**src/hdl/static_linked_list_engine_assert.svh**
```systemverilog
// ----------------------------------------------------------------------------
// Static linked list engine assertion macros
// Shared property forms used by the engine's checks, clocked on clk.
// ----------------------------------------------------------------------------
`ifndef STATIC_LINKED_LIST_ENGINE_ASSERT_SVH
`define STATIC_LINKED_LIST_ENGINE_ASSERT_SVH

// same-cycle implication
`define SLL_ASSERT_SAME(label, ante, cons) \
	label: assert property (@(posedge clk) disable iff (!arst_n) (ante) |-> (cons)) \
		else $error("static_linked_list_engine: check failed");

// next-cycle implication
`define SLL_ASSERT_NEXT(label, ante, cons) \
	label: assert property (@(posedge clk) disable iff (!arst_n) (ante) |=> (cons)) \
		else $error("static_linked_list_engine: check failed");

`endif

```
**src/hdl/sll_pkg.sv**
```systemverilog
// ----------------------------------------------------------------------------
// Static linked list engine package
// Sizes, codes and node store request/response types.
// ----------------------------------------------------------------------------
package sll_pkg;

	localparam int DEPTH      = 64;
	localparam int DATA_WIDTH = 32;
	localparam int ADDR_W     = $clog2(DEPTH);
	localparam int LEN_W      = ADDR_W + 1;
	localparam int CAP        = DEPTH - 2;

	localparam int FUNC_W = 3;
	localparam int POS_W  = 6;
	localparam int VAL_W  = 32;
	localparam int STAT_W = 3;

	typedef logic [ADDR_W-1:0]     addr_t;
	typedef logic [DATA_WIDTH-1:0] data_t;
	typedef logic [LEN_W-1:0]      len_t;

	localparam addr_t NIL        = '0;
	localparam addr_t FIRST_NODE = addr_t'(2);

	typedef enum logic [FUNC_W-1:0] {
		FN_APPEND = 3'd0,
		FN_INSERT = 3'd1,
		FN_DELETE = 3'd2,
		FN_SEARCH = 3'd3,
		FN_READ   = 3'd4
	} func_t;

	typedef enum logic [STAT_W-1:0] {
		ST_OK       = 3'd0,
		ST_FULL     = 3'd1,
		ST_EMPTY    = 3'd2,
		ST_BADPOS   = 3'd3,
		ST_NOTFOUND = 3'd4
	} status_t;

	typedef struct packed {
		logic  rd_en;
		addr_t rd_addr;
		logic  wr_next_en;
		logic  wr_data_en;
		addr_t wr_addr;
		addr_t wr_next;
		data_t wr_data;
	} mem_req_t;

	typedef struct packed {
		addr_t next;
		data_t data;
	} mem_rsp_t;

endpackage

```
**src/hdl/static_linked_list_engine.sv**
```systemverilog
// ----------------------------------------------------------------------------
// Static linked list engine
// Array-backed singly linked list with a free list: append, insert, delete,
// search and read by 1-based position, one status word per command.
// ----------------------------------------------------------------------------
// A command is taken when start is high and busy is low; busy stays high until
// the result word, which is shown for exactly one cycle with done high and
// must be captured then. Accepted commands walk the list through the node store,
// whose single read port has registered read data, so each link followed passes
// a request state and a wait state. Commands rejected as full, empty or bad
// position raise done in the cycle after the one that takes them. No clearing
// pass is needed after reset; a new command may start in the cycle that done
// is high.
module static_linked_list_engine (
	input  logic                       clk,
	input  logic                       arst_n,
	input  logic                       start,
	output logic                       busy,
	input  logic [sll_pkg::FUNC_W-1:0] func,
	input  logic [sll_pkg::POS_W-1:0]  position,
	input  logic [sll_pkg::VAL_W-1:0]  item_value,
	output logic                       done,
	output logic [sll_pkg::STAT_W-1:0] status,
	output logic [sll_pkg::VAL_W-1:0]  result_value,
	output logic [sll_pkg::POS_W-1:0]  found_position
);
	import sll_pkg::*;

	`include "static_linked_list_engine_assert.svh"

	typedef enum logic [3:0] {
		S_IDLE,
		S_WALK,
		S_WLAT,
		S_POST,
		S_PLAT,
		S_FRD,
		S_FLAT,
		S_WPREV,
		S_SRCH,
		S_SLAT
	} state_t;

	state_t  state_q;
	func_t   func_q;
	data_t   val_q;
	addr_t   cur_q;
	len_t    cnt_q;
	len_t    target_q;
	addr_t   prev_next_q;
	addr_t   node_q;
	addr_t   link_val_q;
	addr_t   head_q;
	addr_t   free_q;
	len_t    len_q;
	logic    done_q;
	status_t status_q;
	logic [VAL_W-1:0] result_q;
	logic [POS_W-1:0] found_q;

	mem_req_t req;
	mem_rsp_t rsp;

	len_t  pos_l;
	addr_t prev_link;
	logic  srch_go;

	function automatic logic node_ok(addr_t a);
		return (a >= FIRST_NODE) && (int'(a) < DEPTH);
	endfunction

	sll_node_mem u_mem (
		.clk    (clk),
		.arst_n (arst_n),
		.req    (req),
		.rsp    (rsp)
	);

	assign pos_l     = len_t'(position);
	assign prev_link = (cur_q == NIL) ? head_q : rsp.next;
	assign srch_go   = (cur_q != NIL) && (int'(cur_q) < DEPTH) && (cnt_q <= len_q);

	always_comb begin
		req = '0;
		case (state_q)
			S_WALK: begin
				if (cnt_q != target_q && cur_q != NIL) begin
					req.rd_en   = 1'b1;
					req.rd_addr = cur_q;
				end
			end
			S_POST: begin
				req.rd_en   = 1'b1;
				req.rd_addr = cur_q;
			end
			S_FRD: begin
				req.rd_en   = 1'b1;
				req.rd_addr = node_q;
			end
			S_SRCH: begin
				if (srch_go) begin
					req.rd_en   = 1'b1;
					req.rd_addr = cur_q;
				end
			end
			S_FLAT: begin
				req.wr_next_en = 1'b1;
				req.wr_addr    = node_q;
				if (func_q == FN_DELETE) begin
					req.wr_next = free_q;
				end else begin
					req.wr_next    = (func_q == FN_APPEND) ? NIL : prev_next_q;
					req.wr_data_en = 1'b1;
					req.wr_data    = val_q;
				end
			end
			S_WPREV: begin
				req.wr_next_en = 1'b1;
				req.wr_addr    = cur_q;
				req.wr_next    = link_val_q;
			end
			default: ;
		endcase
	end

	always_ff @(posedge clk or negedge arst_n) begin
		if (!arst_n) begin
			state_q  <= S_IDLE;
			done_q   <= 1'b0;
			status_q <= ST_OK;
			head_q   <= NIL;
			free_q   <= FIRST_NODE;
			len_q    <= '0;
		end else begin
			done_q <= 1'b0;
			case (state_q)
				S_IDLE: begin
					if (start) begin
						func_q   <= func_t'(func);
						val_q    <= data_t'(item_value);
						cur_q    <= NIL;
						cnt_q    <= '0;
						result_q <= '0;
						found_q  <= '0;
						case (func_t'(func))
							FN_APPEND: begin
								if (free_q == NIL) begin
									done_q   <= 1'b1;
									status_q <= ST_FULL;
								end else begin
									target_q <= len_q;
									state_q  <= S_WALK;
								end
							end
							FN_INSERT: begin
								if (free_q == NIL) begin
									done_q   <= 1'b1;
									status_q <= ST_FULL;
								end else if (pos_l == '0 || pos_l > len_q + len_t'(1)) begin
									done_q   <= 1'b1;
									status_q <= ST_BADPOS;
								end else begin
									target_q <= pos_l - len_t'(1);
									state_q  <= S_WALK;
								end
							end
							FN_DELETE: begin
								if (len_q == '0) begin
									done_q   <= 1'b1;
									status_q <= ST_EMPTY;
								end else if (pos_l == '0 || pos_l > len_q) begin
									done_q   <= 1'b1;
									status_q <= ST_BADPOS;
								end else begin
									target_q <= pos_l - len_t'(1);
									state_q  <= S_WALK;
								end
							end
							FN_SEARCH: begin
								cur_q   <= head_q;
								cnt_q   <= len_t'(1);
								state_q <= S_SRCH;
							end
							FN_READ: begin
								if (len_q == '0) begin
									done_q   <= 1'b1;
									status_q <= ST_EMPTY;
								end else if (pos_l == '0 || pos_l > len_q) begin
									done_q   <= 1'b1;
									status_q <= ST_BADPOS;
								end else begin
									target_q <= pos_l;
									state_q  <= S_WALK;
								end
							end
							default: begin
								done_q   <= 1'b1;
								status_q <= ST_OK;
							end
						endcase
					end
				end
				S_WALK: begin
					if (cnt_q == target_q) begin
						state_q <= S_POST;
					end else if (cur_q == NIL) begin
						// first hop comes from the head register
						if (head_q == NIL) begin
							state_q <= S_POST;
						end else begin
							cur_q <= head_q;
							cnt_q <= cnt_q + len_t'(1);
						end
					end else begin
						state_q <= S_WLAT;
					end
				end
				S_WLAT: begin
					if (rsp.next == NIL) begin
						state_q <= S_POST;
					end else begin
						cur_q   <= rsp.next;
						cnt_q   <= cnt_q + len_t'(1);
						state_q <= S_WALK;
					end
				end
				S_POST: begin
					state_q <= S_PLAT;
				end
				S_PLAT: begin
					case (func_q)
						FN_READ: begin
							state_q <= S_IDLE;
							done_q  <= 1'b1;
							if (!node_ok(cur_q)) begin
								status_q <= ST_BADPOS;
							end else begin
								status_q <= ST_OK;
								result_q <= VAL_W'(rsp.data);
							end
						end
						FN_DELETE: begin
							if (!node_ok(prev_link)) begin
								state_q  <= S_IDLE;
								done_q   <= 1'b1;
								status_q <= ST_BADPOS;
							end else begin
								node_q  <= prev_link;
								state_q <= S_FRD;
							end
						end
						default: begin
							prev_next_q <= prev_link;
							node_q      <= free_q;
							state_q     <= S_FRD;
						end
					endcase
				end
				S_FRD: begin
					state_q <= S_FLAT;
				end
				S_FLAT: begin
					// node write goes out this cycle; the predecessor link follows
					if (func_q == FN_DELETE) begin
						result_q   <= VAL_W'(rsp.data);
						free_q     <= node_q;
						link_val_q <= rsp.next;
						len_q      <= len_q - len_t'(1);
						if (cur_q == NIL) begin
							head_q   <= rsp.next;
							state_q  <= S_IDLE;
							done_q   <= 1'b1;
							status_q <= ST_OK;
						end else begin
							state_q <= S_WPREV;
						end
					end else begin
						free_q     <= rsp.next;
						link_val_q <= node_q;
						len_q      <= len_q + len_t'(1);
						if (cur_q == NIL) begin
							head_q   <= node_q;
							state_q  <= S_IDLE;
							done_q   <= 1'b1;
							status_q <= ST_OK;
						end else begin
							state_q <= S_WPREV;
						end
					end
				end
				S_WPREV: begin
					state_q  <= S_IDLE;
					done_q   <= 1'b1;
					status_q <= ST_OK;
				end
				S_SRCH: begin
					if (srch_go) begin
						state_q <= S_SLAT;
					end else begin
						state_q  <= S_IDLE;
						done_q   <= 1'b1;
						status_q <= ST_NOTFOUND;
					end
				end
				S_SLAT: begin
					if (rsp.data == val_q) begin
						found_q  <= POS_W'(cnt_q);
						state_q  <= S_IDLE;
						done_q   <= 1'b1;
						status_q <= ST_OK;
					end else begin
						cur_q   <= rsp.next;
						cnt_q   <= cnt_q + len_t'(1);
						state_q <= S_SRCH;
					end
				end
				default: begin
					state_q <= S_IDLE;
				end
			endcase
		end
	end

	assign busy           = (state_q != S_IDLE);
	assign done           = done_q;
	assign status         = status_q;
	assign result_value   = result_q;
	assign found_position = found_q;

	`SLL_ASSERT_NEXT(a_start_moves, start && !busy, busy || done)
	`SLL_ASSERT_SAME(a_done_idle, done, !busy)
	`SLL_ASSERT_SAME(a_len_cap, 1'b1, int'(len_q) <= CAP)
	`SLL_ASSERT_SAME(a_free_empty_full, free_q == NIL, int'(len_q) == CAP)

endmodule

```
**src/hdl/sll_node_mem.sv**
```systemverilog
// ----------------------------------------------------------------------------
// Node store
// Next-link and data memories, one read and one write address per cycle,
// registered read data. Per-entry valid bits stand in for the reset contents.
// ----------------------------------------------------------------------------
module sll_node_mem (
	input  logic             clk,
	input  logic             arst_n,
	input  sll_pkg::mem_req_t req,
	output sll_pkg::mem_rsp_t rsp
);
	import sll_pkg::*;

	addr_t next_mem [DEPTH];
	data_t data_mem [DEPTH];

	logic [DEPTH-1:0] next_vld_q;
	logic [DEPTH-1:0] data_vld_q;

	addr_t next_rd_q;
	data_t data_rd_q;
	addr_t addr_rd_q;
	logic  next_hit_q;
	logic  data_hit_q;

	// reset link: entry i points at i+1, last entry null
	function automatic addr_t reset_next(addr_t a);
		return (int'(a) + 1 < DEPTH) ? addr_t'(int'(a) + 1) : NIL;
	endfunction

	always_ff @(posedge clk) begin
		if (req.wr_next_en)
			next_mem[req.wr_addr] <= req.wr_next;
		if (req.wr_data_en)
			data_mem[req.wr_addr] <= req.wr_data;
		if (req.rd_en) begin
			next_rd_q <= next_mem[req.rd_addr];
			data_rd_q <= data_mem[req.rd_addr];
			addr_rd_q <= req.rd_addr;
		end
	end

	always_ff @(posedge clk or negedge arst_n) begin
		if (!arst_n) begin
			next_vld_q <= '0;
			data_vld_q <= '0;
			next_hit_q <= 1'b0;
			data_hit_q <= 1'b0;
		end else begin
			if (req.wr_next_en)
				next_vld_q[req.wr_addr] <= 1'b1;
			if (req.wr_data_en)
				data_vld_q[req.wr_addr] <= 1'b1;
			if (req.rd_en) begin
				next_hit_q <= next_vld_q[req.rd_addr];
				data_hit_q <= data_vld_q[req.rd_addr];
			end
		end
	end

	assign rsp.next = next_hit_q ? next_rd_q : reset_next(addr_rd_q);
	assign rsp.data = data_hit_q ? data_rd_q : '0;

endmodule

```
**config.mk**
```make
export PLATFORM = sky130hd
export DESIGN_NAME = static_linked_list_engine
export DESIGN_NICKNAME = d
export VERILOG_FILES = /design/src/hdl/sll_pkg.sv /design/src/hdl/static_linked_list_engine.sv /design/src/hdl/sll_node_mem.sv
export VERILOG_INCLUDE_DIRS = /design/src /design/src/hdl
export SDC_FILE = /design/constraint.sdc
export NUM_CORES = 2
export LEC_CHECK = 0
export ABC_CLOCK_PERIOD_IN_PS = 6000
export BUFFER_PORTS_ARGS = -buffer_cell sky130_fd_sc_hd__buf_4
export CELL_PAD_IN_SITES_DETAIL_PLACEMENT = 1
export CELL_PAD_IN_SITES_GLOBAL_PLACEMENT = 1
export CORE_MARGIN = 2
export CORE_UTILIZATION = 50
export CTS_CLUSTER_DIAMETER = 120
export DETAILED_ROUTE_END_ITERATION = 10
export PLACE_DENSITY = 0.77
export SLEW_MARGIN = 20
export SYNTH_ARGS = -nofsm -noshare
export SYNTH_HDL_FRONTEND = slang
export SYNTH_SLANG_ARGS = --single-unit
```
**constraint.sdc**
```tcl
create_clock -name clk -period 6 [get_ports clk]
set_clock_uncertainty 0.1 [all_clocks]
set_input_delay 0.6 -clock clk [delete_from_list [all_inputs] [get_ports clk]]
set_output_delay 0.6 -clock clk [all_outputs]
set_load 0.02 [all_outputs]
```
==> flow_summary_export.csv <==
group,metric,value,unit
cts,cts_tree,"yes",
cts,cts_max_path_buffers,4,
layout,nets,7159,
synth,syn_area_per_cell,15.6,sq um
grt,antenna_found_initial,11,
place,place_ws,933,ps
drt,first_pass_iters,9,
floorplan,num_io_pins,87,
layout,stdcell_count,10200,
critical_path,worstReg2RegStart,"len_q[4]",
cts,cts.htree.levels,5,
run_status,run_status,"finished, violations left",
layout,area_growth,13.7,%
drt,antenna_left,0,
drt,drc,2,
synth,syn_inst,6906,
critical_path,cp_slowest_cell,"nor2_4",
power_and_ir_drop,p_leak,44.4,nW
critical_path,slowest_delay,610,ps
critical_path,r2r_cells,15,
cts,clock-root-buffer,"clkbuf_16",
power_and_ir_drop,power_density,463,nW/um^2
hold_path,min-delay-start,"position[2]",
layout,final_cell_mix,"edfxtp_1 (2587), nand2_1 (690), a21oi_1 (401), o21ai_0 (378), mux2i_1 (362)",
place,numPortBuffers,86,
place,post-place-cells,9590,
critical_path,crit_chain,"inv_1 > ha_1 > a21oi_1 > o21ai_0 > o22a_1 > o32a_1 > and2_4 > clkinv_2 > nor2_4 > buf_12 > buf_4 > a221oi_1 > a21oi_1 > nand4_1 > nand4_1",
critical_path,cp-startpoint,"len_q[4]",
floorplan,die_area,219000,sq um
critical_path,critPathRequiredTime,6650,ps
synth,async_reset_ff_frac,0.0572,
drt,num_vias,70600,
cts,clk-insertion-delay-late,960,ps
cts,clock-sinks,2744,
grt,first_global_vias,72300,
synth,synth-seq-area-share,0.759,
synth,synth-edff-count,2587,
floorplan,row_count,170,
power_and_ir_drop,vdd_ir_drop_max,385,uV
synth,synthFlopType,"edfxtp_1",
run_status,violations,"DRC",
synth,syn_area,108000,sq um
synth,synth.net_count,6974,
layout,regArea,81600,sq um
drt,drt_iter0_markers,10900,
timing,slew_viol_final,0,
timing,worst_pin_slew,1260,ps
timing,hold_violations,0,
run,drv_cap,0,
hold_path,hp-class,"input port to register",
layout,drive_gt1_frac,0.144,
synth,yosys.area.top_type,"edfxtp_1",
critical_path,cp-end-kind,"register",
floorplan,die_h,468,microns
timing,setup_ws,787,ps
synth,ys_ff_latch,2744,
floorplan,die_x,468,microns
synth,synth.area.top_cells,"edfxtp_1 (72%), dfrtp_1 (3.6%), mux2i_1 (3.4%)",
critical_path,arrival,5870,ps
critical_path,crit_buf_inv,4,
timing,period_needed,5210,ps
layout,layout_commonest_cell,"edfxtp_1",
floorplan,initial_core_util,0.502,
timing,relSlewSlack,0.160,
timing,period_share,0.869,
grt,grt_max_degree,117,
drt,wl_per_cell,36.9,microns
grt,track_usage,0.337,
synth,ys_types,73,
cts,cts_buffers,295,
layout,fill_cells,19600,
grt,grt_pass1_wl,529,mm
layout,multiInputGateArea,24100,sq um
critical_path,cp-start-kind,"register",
place,post-dp-hpwl,210,mm
power_and_ir_drop,power,56.6,mW
cts,cts_resized,0,
timing,fin_setup_tns,0,ps
cts,cts.clk_slew.worst_paths,60,ps
critical_path,path_depth,15,
drt,routed_wirelength,375,mm
critical_path,crit_fanout,63,
critical_path,crit_type,"register to register",
drt,viasPerCell,6.95,
hold_path,hold_depth,2,
place,gp_congestion,0.868,
synth,synth_top_area_frac,0.723,
timing,setup_viol,0,
timing,rsz0062_at_grt,"false",
critical_path,path_delay_family,"simple AND/OR/NAND/NOR gates",
synth,synth_warnings,0,
floorplan,core_region_area,214000,sq um
timing,clock.fmax,0.192,GHz
grt,overflow,0,
-- state kept, by name, indices dropped and copies added, names as in the netlist, 7 cells and up --
name and flops:
u_mem.next_mem 384, result_value 32, val_q 32, u_mem.next_vld_q 64, u_mem.data_mem 2048, u_mem.data_rd_q 32, len_q 7, u_mem.data_vld_q 64
target_q 7, cnt_q 7
-- kinds of logic (layout without fill, tap and decap cells) --
family | Yosys count | count (layout) | share of synthesized area
other | 0 | 6 | 0
muxes | 404 | 404 | 0.0381
adders and majority gates | 24 | 24 | 0.00279
DFF | 2744 | 2744 | 0.759
and+or+nand+nor | 1465 | 1465 | 0.0651
xor gates and xnor gates | 40 | 40 | 0.00326
AOI/OAI and AO/OA | 1683 | 1683 | 0.110
buffers and inverters | 546 | 952 | 0.0220
-- where the power goes --
| group | internal, mW | total (mW) | switching, mW | leakage (nW) |
|---|---|---|---|---|
| logic | 4.47 | 15.9 | 11.4 | 12.7 |
| registers | 21.7 | 22.6 | 0.918 | 27.1 |
| clock network | 10.5 | 18.1 | 7.55 | 4.59 |
| total | 36.7 | 56.6 | 19.9 | 44.4 |
-- final timing paths --
check / end / slack [ps]
setup / recovery: u_mem.data_rd_q[10] / 790
hold / removal: target_q[2] / 60
setup reg to reg: u_mem.data_rd_q[10] / 790
hold reg to reg: u_mem.next_vld_q[5] / 370
max in group asynchronous: u_mem.data_vld_q[33] / 3470
min in group asynchronous: len_q[0] / 120
-- area by class of cell --
type | instances | share of cell area
multi-input cells | 3616 | 0.197
diodes | 6 | 0.000123
clock buffers | 382 | 0.0661
well taps | 2838 | 0.0290
flip-flops and latches | 2744 | 0.667
clock inverters | 136 | 0.0106
repair buffers | 362 | 0.0271
inverters | 72 | 0.00229
-- metrics by stage --
step | hold WS (ps) | util | instance area, sq um
detailed placement | 350 | 0.525 | 112000
finish | 60.3 | 0.571 | 122000
CTS | 19.6 | 0.570 | 122000
global route | 19.5 | 0.571 | 122000
floorplan | 204 | - | 108000
global placement | 344 | 0.524 | 112000
-- synth_stat cells, types with 6 or more instances --
| library cell | number |
|---|---|
| mux2_2 | 42 |
| mux2i_1 | 362 |
| buf_2 | 167 |
| nor3_1 | 83 |
| nand3b_1 | 17 |
| o22a_1 | 98 |
| and2_1 | 14 |
| buf_4 | 22 |
| nor2_1 | 147 |
| nor2b_1 | 8 |
| nand4b_1 | 32 |
| a211o_1 | 8 |
| inv_1 | 67 |
| a2111oi_0 | 7 |
| o211ai_1 | 80 |
| o31a_1 | 8 |
| xnor2_1 | 30 |
| a221o_1 | 202 |
| a22o_1 | 6 |
| nand3_1 | 67 |
| dfrtp_1 | 156 |
| a21oi_1 | 402 |
| clkbuf_1 | 248 |
| a31oi_1 | 7 |
| nand2_1 | 705 |
| and3_1 | 74 |
| ha_1 | 24 |
| edfxtp_1 | 2587 |
| o211a_1 | 7 |
| a22oi_1 | 62 |
| xor2_1 | 10 |
| o21ai_0 | 378 |
| a221oi_1 | 343 |
| o22ai_1 | 31 |
| nand2b_1 | 13 |
| buf_1 | 34 |
| or4_1 | 13 |
| nor4_1 | 12 |
| nand4_1 | 138 |
| or2_2 | 129 |
| o21a_1 | 7 |
-- layer usage --
metal  global-route usage  wire length (microns)
met2                0.528                 174000
met5                    0                    305
met4                0.198                  24700
met3               0.0803                  43400
met1                0.430                 133000
-- what timing repair did --
item	in CTS	in global routing
buffers inserted	0	0
endpoints found under the hold margin	94	0
hold buffers	39	0
(Power assumes the default switching activity.)
